$ cat src/hdl/kvt_pkg.sv
// Package for the key/value table: sizes, opcodes, index and data types,
// and the memory access bundle. Depends on nothing.
package kvt_pkg;

    localparam int ENTRIES  = 16;
    localparam int IDX_W    = (ENTRIES > 1) ? $clog2(ENTRIES) : 1;
    localparam int DATA_W   = 32;
    localparam int OPCODE_W = 2;

    typedef logic [IDX_W-1:0]           t_idx;
    typedef logic signed [DATA_W-1:0]   t_data;
    typedef logic [OPCODE_W-1:0]        t_opcode;

    localparam t_idx    LAST_IDX    = t_idx'(ENTRIES - 1);

    localparam t_opcode OP_UPDATE   = 2'd0;
    localparam t_opcode OP_REMOVE   = 2'd1;
    localparam t_opcode OP_RETRIEVE = 2'd2;
    localparam t_opcode OP_STOP     = 2'd3;

    // One cycle's access to the key and value memories.
    typedef struct packed {
        logic  we;
        t_idx  wr_addr;
        t_data wr_key;
        t_data wr_value;
        t_idx  rd_addr;
    } t_mem_req;

endpackage

$ cat src/hdl/kvt_if.sv
// Valid/ready channel interfaces for requests and responses of the key/value table.
// Depends on kvt_pkg.
interface kvt_req_if import kvt_pkg::*; ();
    logic    valid;
    logic    ready;
    t_opcode opcode;
    t_data   key;
    t_data   write_value;

    modport source (output valid, output opcode, output key, output write_value, input ready);
    modport sink   (input valid, input opcode, input key, input write_value, output ready);
endinterface

interface kvt_rsp_if import kvt_pkg::*; ();
    logic  valid;
    logic  ready;
    logic  hit_flag;
    t_data read_value;
    logic  no_room;

    modport source (output valid, output hit_flag, output read_value, output no_room,
                    input ready);
    modport sink   (input valid, input hit_flag, input read_value, input no_room,
                    output ready);
endinterface

$ cat src/hdl/kvt_store.sv
// Key and value memories of the table: one write port, one read port, registered read.
// Depends on kvt_pkg.
module kvt_store import kvt_pkg::*; (
    input  logic     i_clk,
    input  t_mem_req i_mem,
    output t_data    o_rd_key,
    output t_data    o_rd_value
);

    t_data r_key_mem   [ENTRIES];
    t_data r_value_mem [ENTRIES];
    t_data r_rd_key;
    t_data r_rd_value;

    always_ff @(posedge i_clk) begin
        if (i_mem.we) begin
            r_key_mem[i_mem.wr_addr]   <= i_mem.wr_key;
            r_value_mem[i_mem.wr_addr] <= i_mem.wr_value;
        end
        r_rd_key   <= r_key_mem[i_mem.rd_addr];
        r_rd_value <= r_value_mem[i_mem.rd_addr];
    end

    assign o_rd_key   = r_rd_key;
    assign o_rd_value = r_rd_value;

endmodule

$ cat src/hdl/kvt_ctrl.sv
// Request sequencer: scans the memories for the key and a free entry, keeps the
// entry valid bits, writes back and holds the response register. Depends on kvt_pkg, kvt_if.
module kvt_ctrl import kvt_pkg::*; (
    input  logic            i_clk,
    input  logic            i_rst_n,
    kvt_req_if.sink         i_req,
    kvt_rsp_if.source       o_rsp,
    output t_mem_req        o_mem,
    input  t_data           i_rd_key,
    input  t_data           i_rd_value
);

    localparam logic [1:0] ST_IDLE   = 2'd0;
    localparam logic [1:0] ST_SCAN   = 2'd1;
    localparam logic [1:0] ST_FINISH = 2'd2;

    logic [1:0]         r_state, n_state;
    logic [ENTRIES-1:0] r_valid, n_valid;
    t_opcode            r_op, n_op;
    t_data              r_key, n_key;
    t_data              r_wval, n_wval;
    t_idx               r_idx, n_idx;
    logic               r_hit, n_hit;
    t_idx               r_hit_idx, n_hit_idx;
    t_data              r_old, n_old;
    logic               r_free_ok, n_free_ok;
    t_idx               r_free_idx, n_free_idx;

    logic               r_out_vld, n_out_vld;
    logic               r_out_hit, n_out_hit;
    t_data              r_out_value, n_out_value;
    logic               r_out_no_room, n_out_no_room;

    logic               accept;
    logic               can_load;
    logic               load;
    logic               entry_hit;

    assign accept    = i_req.valid && i_req.ready;
    assign can_load  = !r_out_vld || o_rsp.ready;
    assign load      = (r_state == ST_FINISH) && can_load;
    assign entry_hit = r_valid[r_idx] && (i_rd_key == r_key);

    always_comb begin
        n_state       = r_state;
        n_valid       = r_valid;
        n_op          = r_op;
        n_key         = r_key;
        n_wval        = r_wval;
        n_idx         = r_idx;
        n_hit         = r_hit;
        n_hit_idx     = r_hit_idx;
        n_old         = r_old;
        n_free_ok     = r_free_ok;
        n_free_idx    = r_free_idx;
        n_out_vld     = r_out_vld && !o_rsp.ready;
        n_out_hit     = r_out_hit;
        n_out_value   = r_out_value;
        n_out_no_room = r_out_no_room;
        o_mem.we       = 1'b0;
        o_mem.wr_addr  = r_hit ? r_hit_idx : r_free_idx;
        o_mem.wr_key   = r_key;
        o_mem.wr_value = r_wval;

        unique case (r_state)
            ST_IDLE: begin
                if (accept) begin
                    n_op      = i_req.opcode;
                    n_key     = i_req.key;
                    n_wval    = i_req.write_value;
                    n_idx     = '0;
                    n_hit     = 1'b0;
                    n_free_ok = 1'b0;
                    n_state   = (i_req.opcode == OP_STOP) ? ST_FINISH : ST_SCAN;
                end
            end
            ST_SCAN: begin
                // Data on the read port belongs to entry r_idx.
                if (!r_valid[r_idx] && !r_free_ok) begin
                    n_free_ok  = 1'b1;
                    n_free_idx = r_idx;
                end
                if (entry_hit) begin
                    n_hit     = 1'b1;
                    n_hit_idx = r_idx;
                    n_old     = i_rd_value;
                    n_state   = ST_FINISH;
                end else if (r_idx == LAST_IDX) begin
                    n_state = ST_FINISH;
                end else begin
                    n_idx = r_idx + t_idx'(1);
                end
            end
            ST_FINISH: begin
                if (can_load) begin
                    n_state       = ST_IDLE;
                    n_out_vld     = 1'b1;
                    n_out_hit     = 1'b0;
                    n_out_value   = '0;
                    n_out_no_room = 1'b0;
                    unique case (r_op)
                        OP_UPDATE: begin
                            if (r_hit) begin
                                o_mem.we    = 1'b1;
                                n_out_hit   = 1'b1;
                                n_out_value = r_old;
                            end else if (r_free_ok) begin
                                o_mem.we            = 1'b1;
                                n_valid[r_free_idx] = 1'b1;
                                n_out_hit           = 1'b1;
                                n_out_value         = r_wval;
                            end else begin
                                n_out_no_room = 1'b1;
                            end
                        end
                        OP_REMOVE: begin
                            if (r_hit) begin
                                n_valid[r_hit_idx] = 1'b0;
                                n_out_hit          = 1'b1;
                                n_out_value        = r_old;
                            end
                        end
                        OP_RETRIEVE: begin
                            if (r_hit) begin
                                n_out_hit   = 1'b1;
                                n_out_value = r_old;
                            end
                        end
                        OP_STOP: begin
                            n_out_hit = 1'b0;
                        end
                    endcase
                end
            end
            default: begin
                n_state = ST_IDLE;
            end
        endcase

        o_mem.rd_addr = n_idx;
    end

    always_ff @(posedge i_clk) begin
        if (!i_rst_n) begin
            r_state   <= ST_IDLE;
            r_valid   <= '0;
            r_out_vld <= 1'b0;
        end else begin
            r_state   <= n_state;
            r_valid   <= n_valid;
            r_out_vld <= n_out_vld;
        end
    end

    always_ff @(posedge i_clk) begin
        r_op          <= n_op;
        r_key         <= n_key;
        r_wval        <= n_wval;
        r_idx         <= n_idx;
        r_hit         <= n_hit;
        r_hit_idx     <= n_hit_idx;
        r_old         <= n_old;
        r_free_ok     <= n_free_ok;
        r_free_idx    <= n_free_idx;
        r_out_hit     <= n_out_hit;
        r_out_value   <= n_out_value;
        r_out_no_room <= n_out_no_room;
    end

    assign i_req.ready       = (r_state == ST_IDLE);
    assign o_rsp.valid       = r_out_vld;
    assign o_rsp.hit_flag    = r_out_hit;
    assign o_rsp.read_value  = r_out_value;
    assign o_rsp.no_room     = r_out_no_room;

    // A full-table refusal is only given when every entry is in use.
    a_no_room_full: assert property (@(posedge i_clk) disable iff (!i_rst_n)
        (load && n_out_no_room) |-> (&r_valid))
        else $error("no_room reported with a free entry");

    // A new key is only ever written into an entry that was free.
    a_new_into_free: assert property (@(posedge i_clk) disable iff (!i_rst_n)
        (o_mem.we && !r_hit) |-> !r_valid[r_free_idx])
        else $error("new key written over a live entry");

    // At most one entry comes into use per request.
    a_one_new_entry: assert property (@(posedge i_clk) disable iff (!i_rst_n)
        i_rst_n |=> ($countones(r_valid) <= $countones($past(r_valid)) + 1))
        else $error("more than one entry became valid");

    // The memories are only written in the write-back cycle.
    a_write_in_finish: assert property (@(posedge i_clk) disable iff (!i_rst_n)
        o_mem.we |-> (r_state == ST_FINISH))
        else $error("memory write outside write-back");

endmodule

$ cat src/hdl/key_value_table_top.sv
// Top level of the key/value table: joins the request sequencer and the memories.
// Depends on kvt_pkg, kvt_if, kvt_store, kvt_ctrl.
//
//   Channel   Direction  Payload                                Accepted when
//   i_req     in         opcode[1:0], key[31:0], write_value    valid && ready
//   o_rsp     out        hit_flag, read_value[31:0], no_room    valid && ready
//
// A request is taken in idle; the scan then examines one entry per cycle (up to
// ENTRIES, fewer when the key is found early, none for stop), and write-back then
// updates the table and loads the response; only then is the next request taken.
// The scan is bound by the single read port of the key and value memories.
// Synchronous active-low reset empties the table by clearing the valid bits;
// memory contents are not cleared. A response not yet taken holds the block in
// write-back; a new request is taken while an earlier response is still waiting.
module key_value_table_top import kvt_pkg::*; (
    input  logic       i_clk,
    input  logic       i_rst_n,
    kvt_req_if.sink    i_req,
    kvt_rsp_if.source  o_rsp
);

    t_mem_req mem_req;
    t_data    rd_key;
    t_data    rd_value;

    // Sequencer: owns the valid bits, the scan and the response register.
    kvt_ctrl u_ctrl (
        .i_clk      (i_clk),
        .i_rst_n    (i_rst_n),
        .i_req      (i_req),
        .o_rsp      (o_rsp),
        .o_mem      (mem_req),
        .i_rd_key   (rd_key),
        .i_rd_value (rd_value)
    );

    // Key and value memories, read one entry per cycle through a registered read port.
    kvt_store u_store (
        .i_clk      (i_clk),
        .i_mem      (mem_req),
        .o_rd_key   (rd_key),
        .o_rd_value (rd_value)
    );

endmodule
$ cat src/flat_wrapper.sv
// flat-port wrapper written by rule: the top's interface ports become plain ports
module key_value_table_top_flat import kvt_pkg::*;
  (i_clk, i_rst_n, i_req_valid, i_req_opcode, i_req_key, i_req_write_value, i_req_ready, o_rsp_valid, o_rsp_hit_flag, o_rsp_read_value, o_rsp_no_room, o_rsp_ready);
  kvt_req_if i_req_i ();
  kvt_rsp_if o_rsp_i ();
  input  logic i_clk;
  input  logic i_rst_n;
  input wire logic [$bits(i_req_i.valid)-1:0] i_req_valid;
  input wire logic [$bits(i_req_i.opcode)-1:0] i_req_opcode;
  input wire logic [$bits(i_req_i.key)-1:0] i_req_key;
  input wire logic [$bits(i_req_i.write_value)-1:0] i_req_write_value;
  output wire logic [$bits(i_req_i.ready)-1:0] i_req_ready;
  output wire logic [$bits(o_rsp_i.valid)-1:0] o_rsp_valid;
  output wire logic [$bits(o_rsp_i.hit_flag)-1:0] o_rsp_hit_flag;
  output wire logic [$bits(o_rsp_i.read_value)-1:0] o_rsp_read_value;
  output wire logic [$bits(o_rsp_i.no_room)-1:0] o_rsp_no_room;
  input wire logic [$bits(o_rsp_i.ready)-1:0] o_rsp_ready;
  assign i_req_i.valid = i_req_valid;
  assign i_req_i.opcode = i_req_opcode;
  assign i_req_i.key = i_req_key;
  assign i_req_i.write_value = i_req_write_value;
  assign i_req_ready = i_req_i.ready;
  assign o_rsp_valid = o_rsp_i.valid;
  assign o_rsp_hit_flag = o_rsp_i.hit_flag;
  assign o_rsp_read_value = o_rsp_i.read_value;
  assign o_rsp_no_room = o_rsp_i.no_room;
  assign o_rsp_i.ready = o_rsp_ready;
  key_value_table_top u_core (.i_clk(i_clk), .i_rst_n(i_rst_n), .i_req(i_req_i), .o_rsp(o_rsp_i));
endmodule
$ cat config.mk
export PLATFORM = sky130hd
export DESIGN_NAME = key_value_table_top_flat
export DESIGN_NICKNAME = d
export VERILOG_FILES = /design/src/hdl/kvt_pkg.sv /design/src/hdl/kvt_if.sv /design/src/hdl/kvt_store.sv /design/src/hdl/kvt_ctrl.sv /design/src/hdl/key_value_table_top.sv /design/src/flat_wrapper.sv
export SDC_FILE = /design/constraint.sdc
export NUM_CORES = 1
export LEC_CHECK = 0
export ABC_CLOCK_PERIOD_IN_PS = 8000
export BUFFER_PORTS_ARGS = -buffer_cell sky130_fd_sc_hd__buf_2
export CELL_PAD_IN_SITES_DETAIL_PLACEMENT = 1
export CELL_PAD_IN_SITES_GLOBAL_PLACEMENT = 1
export CORE_MARGIN = 10
export CORE_UTILIZATION = 53
export CTS_BUF_LIST = sky130_fd_sc_hd__clkbuf_4
export CTS_CLUSTER_SIZE = 14
export DETAILED_ROUTE_END_ITERATION = 8
export GPL_TIMING_DRIVEN = 1
export PLACE_DENSITY = 0.83
export SLEW_MARGIN = 25
export SYNTH_ARGS = -nofsm -noshare
export SYNTH_HDL_FRONTEND = slang
export SYNTH_SLANG_ARGS = --single-unit
$ cat constraint.sdc
create_clock -name i_clk -period 8 [get_ports i_clk]
set_input_delay 1.6 -clock i_clk [delete_from_list [all_inputs] [get_ports i_clk]]
set_output_delay 1.6 -clock i_clk [all_outputs]
set_load 0.05 [all_outputs]
# After elaboration in Yosys (flattened, before gate mapping)
# Memories as Yosys holds them, arrays and structs flattened. A register that Yosys moved wholly into a read port is not among the register bits.
# Index checks and enable logic that the tools add are counted.
# W data, S select, Z words.
[op_classes] add_sub_neg=1 magnitude_cmp=5 eq_ne=16 mux=42 bitwise_logic=4 reduce_logical=25
[op_table] op="$mux W32" n=3
[op_table] op="$pmux W32 S2" n=1
[op_table] op="$mux W16" n=3
[op_table] op="$eq A32 B32 Y1" n=1
[op_table] op="$pmux W16 S2" n=1
[op_table] op="$mux W1" n=17
[op_table] op="$and A16 B16 Y16" n=1
[op_table] op="$mux W4" n=4
[op_table] op="$not A16 Y16" n=1
[op_table] op="$or A16 B16 Y16" n=1
[op_table] op="$lt A4 B5 Y1 const B" n=3
[op_table] op="$ne A2 B2 Y1 const B" n=6
[op_table] op="$mux W2" n=5
[op_table] op="$reduce_and A3 Y1" n=3
[op_table] op="$demux W1 S4" n=2
[op_table] op="$eq A2 B2 Y1 const B" n=4
[op_table] op="$ge A4 B1 Y1 const B" n=2
[op_table] op="$pmux W4 S2" n=1
[op_table] op="$reduce_and A2 Y1" n=4
[op_table] op="$logic_and A1 B1 Y1" n=6
[op_table] op="$pmux W2 S3" n=1
[op_table] op="$reduce_and A6 Y1" n=1
[op_table] op="$add A4 B1 Y4 const B" n=1
[op_table] op="$bmux W1 S4" n=1
[op_table] op="12 further kinds" n=20
[totals] reg_bits=165 ram_bits=1024 inputBits=70 word_cells=110 mem_count=2
[memory_table] memory="u_core.u_store.r_key_mem" words=16 word_bits=32 read_ports=1 rd_clocked_by_memory_dff=1 wr=1 line_no="kvt_store.sv:10" rtl="t_data r_key_mem [ENTRIES];"
[memory_table] memory="u_core.u_store.r_value_mem" words=16 word_bits=32 read_ports=1 rd_clocked_by_memory_dff=1 wr=1 line_no="kvt_store.sv:11" rtl="t_data r_value_mem [ENTRIES];"

# Logic depth before layout (Yosys ltp)
[depth] ltp_word=8 depth_mapped=16 mapped_depth_nobuf=10

# Cells and area by module
# Synthesis repeated with hierarchy kept, for this count alone.
[unflattened] cells_unflattened=2074 hier_area_um2=46061.7
[modules_own_cells] mod="kvt_store" instances=1 cells_per_inst=1647 area_each_um2=39557.9
[modules_own_cells] mod="kvt_ctrl" instances=1 cells_per_inst=427 area_each_um2=6503.7

# Least setup slack after synthesis
# Ideal clock, no wire load.
[synth_path] kind="input-to-reg" startpoint="in o_rsp_ready" endpoint="mem u_core.u_store.r_key_mem[0][0] (netlist bit), enable pin" setup_time_ps=487 arrival_time_ps=5771 setup_slack_ps=1743 cell_stages=5 path_buffers=0 path_cell_list="nand2b_1 -> and3_1 -> and3_1 -> nand2_1 -> nor2_1"
[synth_via] elab_chain_len=5
[synth_lines] element="start, declared" line_no="flat_wrapper.sv:17" rtl="input wire logic [$bits(o_rsp_i.ready)-1:0] o_rsp_ready;"
[synth_lines] element="$logic_or A1 B1 Y1" line_no="kvt_ctrl.sv:40" rtl="assign can_load = !r_out_vld || o_rsp.ready;"
[synth_lines] element="$mux W1" line_no="kvt_ctrl.sv:95" rtl="if (can_load) begin"
[synth_lines] element="$mux W1" line_no="kvt_ctrl.sv:65" rtl="unique case (r_state)"
[synth_lines] element="$mux W1" line_no="kvt_store.sv:16" rtl="if (i_mem.we) begin"
[synth_lines] element="$mux W1 (implied by the code)" line_no="kvt_store.sv:17" rtl="r_key_mem[i_mem.wr_addr] <= i_mem.wr_key;"
[synth_lines] element="end, declared" line_no="kvt_store.sv:10"
# No other way between the ends.

# Worst setup path after layout
[layout_path] startpoint="reg u_core.u_ctrl.r_key[12]" endpoint="reg u_core.u_store.r_rd_key[22] (netlist: u_core.u_store.o_rd_key[22]), read port of u_core.u_store.r_key_mem"
[layout_via] elab_chain_len=4
[layout_lines] element="start, declared" line_no="kvt_ctrl.sv:20" rtl="t_data r_key, n_key;"
[layout_lines] element="start signal, assigned" line_no="kvt_ctrl.sv:157" rtl="r_key <= n_key;"
[layout_lines] element="$eq A32 B32 Y1" line_no="kvt_ctrl.sv:42" rtl="assign entry_hit = r_valid[r_idx] && (i_rd_key == r_key);"
[layout_lines] element="$logic_and A1 B1 Y1" line_no="kvt_ctrl.sv:42"
[layout_lines] element="$mux W4" line_no="kvt_ctrl.sv:83" rtl="if (entry_hit) begin"
[layout_lines] element="$pmux W4 S2" line_no="kvt_ctrl.sv:65"
[layout_lines] element="end, declared" line_no="kvt_store.sv:12" rtl="t_data r_rd_key;"
# No other way between the ends.
# A chain may end at the register's enable or synchronous reset.

==> flow_metrics.py <==
metrics = {
    "sta": {
        "skew_ns": 0.140,
        "final_hold_viol_count": 0,
        "period_share_pct": 71.3,
        "slew_violations": 0,
        "setup_viol": 0,
        "tightest_slew_ns": 1.06,
        "finalCriticalPeriod_ns": 5.70,
        "rsz0062_at_grt": "no",
        "timing.setup.tns_ns": 0,
        "max_freq_mhz": 175,
        "relSlewSlack_pct": 29.0,
        "fin_ws_ns": 2.30,
    },
    "critical_path": {
        "cp.arrival_ns": 6.78,
        "critPathLaunchType": "register",
        "r2r_slack_ns": 2.30,
        "startpoint": "u_core.u_ctrl.r_key[12]",
        "worstPathRequired_ns": 9.08,
        "critical_path.max_stage_delay_ns": 0.69,
        "crit_fanout": 27,
        "slowest_stage": "nor4_2",
        "worstPathCellList": "xnor2_1 -> nand4_1 -> nor4_2 -> and3_1 -> o31ai_1 -> a22o_4 -> inv_2 -> nand2_2 -> buf_4 -> a311oi_1 -> a221o_1",
        "crit_path_end_kind": "register",
        "r2r_start": "u_core.u_ctrl.r_key[12]",
        "criticalPathCategory": "register to register",
    },
    "drt": {
        "wl_um": 139000,
        "post_drt_wl_per_cell_um": 30.0,
        "drc": 0,
        "avgViaCountPerCell": 6.30,
        "detail_route.iter0.violations": 3117,
        "vias": 29100,
        "drtAntennaViolNets": 0,
        "first_pass_iters": 5,
    },
    "synthesis": {
        "synthCells": 2892,
        "synth_edf_count": 1166,
        "yosysSeqAreaShare_pct": 76.8,
        "ys_types": 51,
        "synth.net_count": 2966,
        "ys.flop_type": "edfxtp_1",
        "syn_avg_cell_area_um2": 16.6,
        "synth.ff_latch_count": 1253,
        "async_flop_share_pct": 0,
        "post-synth-top-area-fraction_pct": 73.1,
        "synth_area_leader_cell": "edfxtp_1",
        "ys_warn_count": 0,
        "ys_top_cells_by_area": "edfxtp_1, mux2i_1, dfxtp_1",
        "synth_area_um2": 47900,
    },
    "grt": {
        "grt_max_degree": 169,
        "grt.overflow.total": 0,
        "grt_pass1_vias": 31600,
        "antenna_found_initial": 4,
        "grt_pass1_wl_um": 204000,
        "grt_usage_pct": 26.5,
    },
    "clocking": {
        "cts.clk_slew.worst_paths_ns": 0.07,
        "numCtsBuffers": 331,
        "clk_latency_ns": 1.21,
        "postCtsSetupRepairBufs": 0,
        "cts_tree": "built",
        "cts.htree.levels": 5,
        "post_cts_resized": 0,
        "clkSinkCount": 1253,
        "cts_hold_buf": 0,
        "ctsRootBufferMaster": "clkbuf_4",
        "clock_path_buffers": 4,
    },
    "floorplan": {
        "die_h_um": 321,
        "die_w_um": 321,
        "start_util_pct": 53.3,
        "die_area_um2": 103000,
        "core_um2": 89900,
        "rows": 110,
        "io_pins": 106,
    },
    "min_path": {
        "min_path_type": "register to register",
        "min_from": "u_core.u_store.o_rd_value[25]",
    },
    "place": {
        "pre_cts_slack_ns": 2.13,
        "dpl.hpwl_um": 72100,
        "place.gp.congestion": 0.830,
        "numPortBuffers": 105,
    },
    "final_layout": {
        "final_nets": 3279,
        "final_core_util_pct": 60.1,
        "area_growth_syn_to_layout_pct": 12.7,
        "drive_above_1_share_pct": 22.5,
    },
    "power_and_ir_drop": {
        "p_switching_mw": 3.98,
        "p_sw_share_pct": 26.4,
        "p_seq_share_pct": 50.6,
        "combPwrFrac_pct": 11.9,
        "p_per_area_nw_per_um2": 279,
        "power.share.clock_pct": 37.5,
        "p_leak_nw": 19.1,
        "intPower_mw": 11.1,
        "ir_worst_vdd_mv": 0.209,
    },
    "job": {
        "max_cap_violations": 0,
    },
    "run_status": {
        "status": "completed",
    },
}
## final timing paths
check | cells past startpoint | end
max reg2reg | 11 | u_core.u_store.o_rd_key[22]
min reg2reg | 0 | u_core.u_ctrl.r_old[25]
min | 0 | u_core.u_ctrl.r_old[25]
max | 11 | u_core.u_store.o_rd_key[22]
## registers in the layout (all words and copies together) (netlist names), 16 cells and up
name                            flops
u_core.u_store.r_key_mem          512
u_core.u_ctrl.r_wval               32
u_core.u_ctrl.o_rsp.read_value     32
u_core.u_store.r_value_mem        512
u_core.u_ctrl.r_valid              16
u_core.u_store.o_rd_value          32
u_core.u_store.o_rd_key            32
u_core.u_ctrl.r_old                32
u_core.u_ctrl.r_key                32
## layout make-up
| type | instances | area, µm² |
|---|---|---|
| well taps | 1176 | 1470 |
| inverters | 12 | 56.3 |
| repair buffers | 162 | 1080 |
| clock buffers | 512 | 3840 |
| flip-flops and latches | 1253 | 36800 |
| multi-input cells | 1445 | 10400 |
| fillers | 8182 | 35900 |
| clock inverters | 63 | 354 |
| diodes | 3 | 7.51 |
## layout by cell type, fill, tap and decap left out, types with 10 or more instances in the layout
cell / count
clkbuf_4: 512
nor2_1: 55
a22oi_1: 31
nand3_1: 12
xnor2_1: 33
edfxtp_1: 1166
a211oi_1: 124
clkinv_1: 46
a31oi_1: 34
and3_1: 10
nor2_4: 20
dfxtp_1: 87
and2_1: 44
a221o_1: 61
a211o_1: 40
nand2_1: 338
a311oi_1: 96
mux2i_1: 246
buf_4: 47
a221oi_1: 24
a32o_1: 25
o21ai_0: 49
mux2_2: 38
buf_2: 105
and2_0: 81
## synthesized netlist by cell type (6+ instances only)
cell	count
a21boi_0	7
buf_4	17
nand3_1	12
mux2_2	38
nor3_1	6
and2_1	45
a22oi_1	31
and3_1	11
o21ai_0	49
nand4_1	8
buf_2	44
a221o_1	61
clkbuf_1	107
buf_6	11
inv_1	10
mux2i_1	246
a221oi_1	24
nand2_1	340
a32o_1	25
nor2_1	75
a211oi_1	124
a21oi_1	7
nand2b_1	6
and2_0	81
a211o_1	40
a31oi_1	34
a311oi_1	97
dfxtp_1	87
xnor2_1	33
o221a_2	6
edfxtp_1	1166
## per-stage QoR
step                hold WS [ns]  instance area [µm²]  std cells  power, mW
detailed placement         0.390                49700       4046       9.51
global placement           0.389                49700       4046       9.37
floorplan                  0.386                47900       2892       8.97
CTS                        0.309                53900       4621       15.1
global route               0.343                54000       4625       15.7
finish                     0.296                54000       4626       15.1
## power by group through the flow
stage / registers, mW / clock network, mW / logic, mW
after detailed placement: 7.76 / 0 / 1.75
after floorplan: 7.71 / 0 / 1.26
after global routing: 7.65 / 6.12 / 1.90
final: 7.63 / 5.66 / 1.79
after CTS: 7.62 / 5.75 / 1.77
after global placement: 7.73 / 0 / 1.64
## cell families (layout without fill, tap and decap cells)
logic type,count (synthesis),in the layout,share of synthesized area [%]
AND/OR/NAND/NOR,600,600,5.64
other,0,3,0
adder cells (fa/ha/maj),4,4,0.105
buffers and inverters,194,749,1.94
XOR/XNOR,33,33,0.604
AO/OA/AOI/OAI,521,521,8.75
flip-flops,1253,1253,76.8
multiplexers,287,287,6.18
## per-layer routing
metal / track usage (%) / share of wire (%) / up-vias
li1: - / - / 12200
met1: 32.8 / 38 / 14900
met2: 44.2 / 50 / 1659
met3: 6.29 / 8.3 / 341
met4: 11.5 / 3.6 / 4
met5: 0 / 0.027 / -
## worst max-delay path: cells and delay by family (launching register included)
family                    cells  cell delay (ns)
AOI/OAI and AO/OA             4             1.16
xor gates and xnor gates      1             0.61
buffers and inverters         2             1.16
DFF                           1             0.63
and+or+nand+nor               4             2.05
Power figures use the tool's default switching activity.
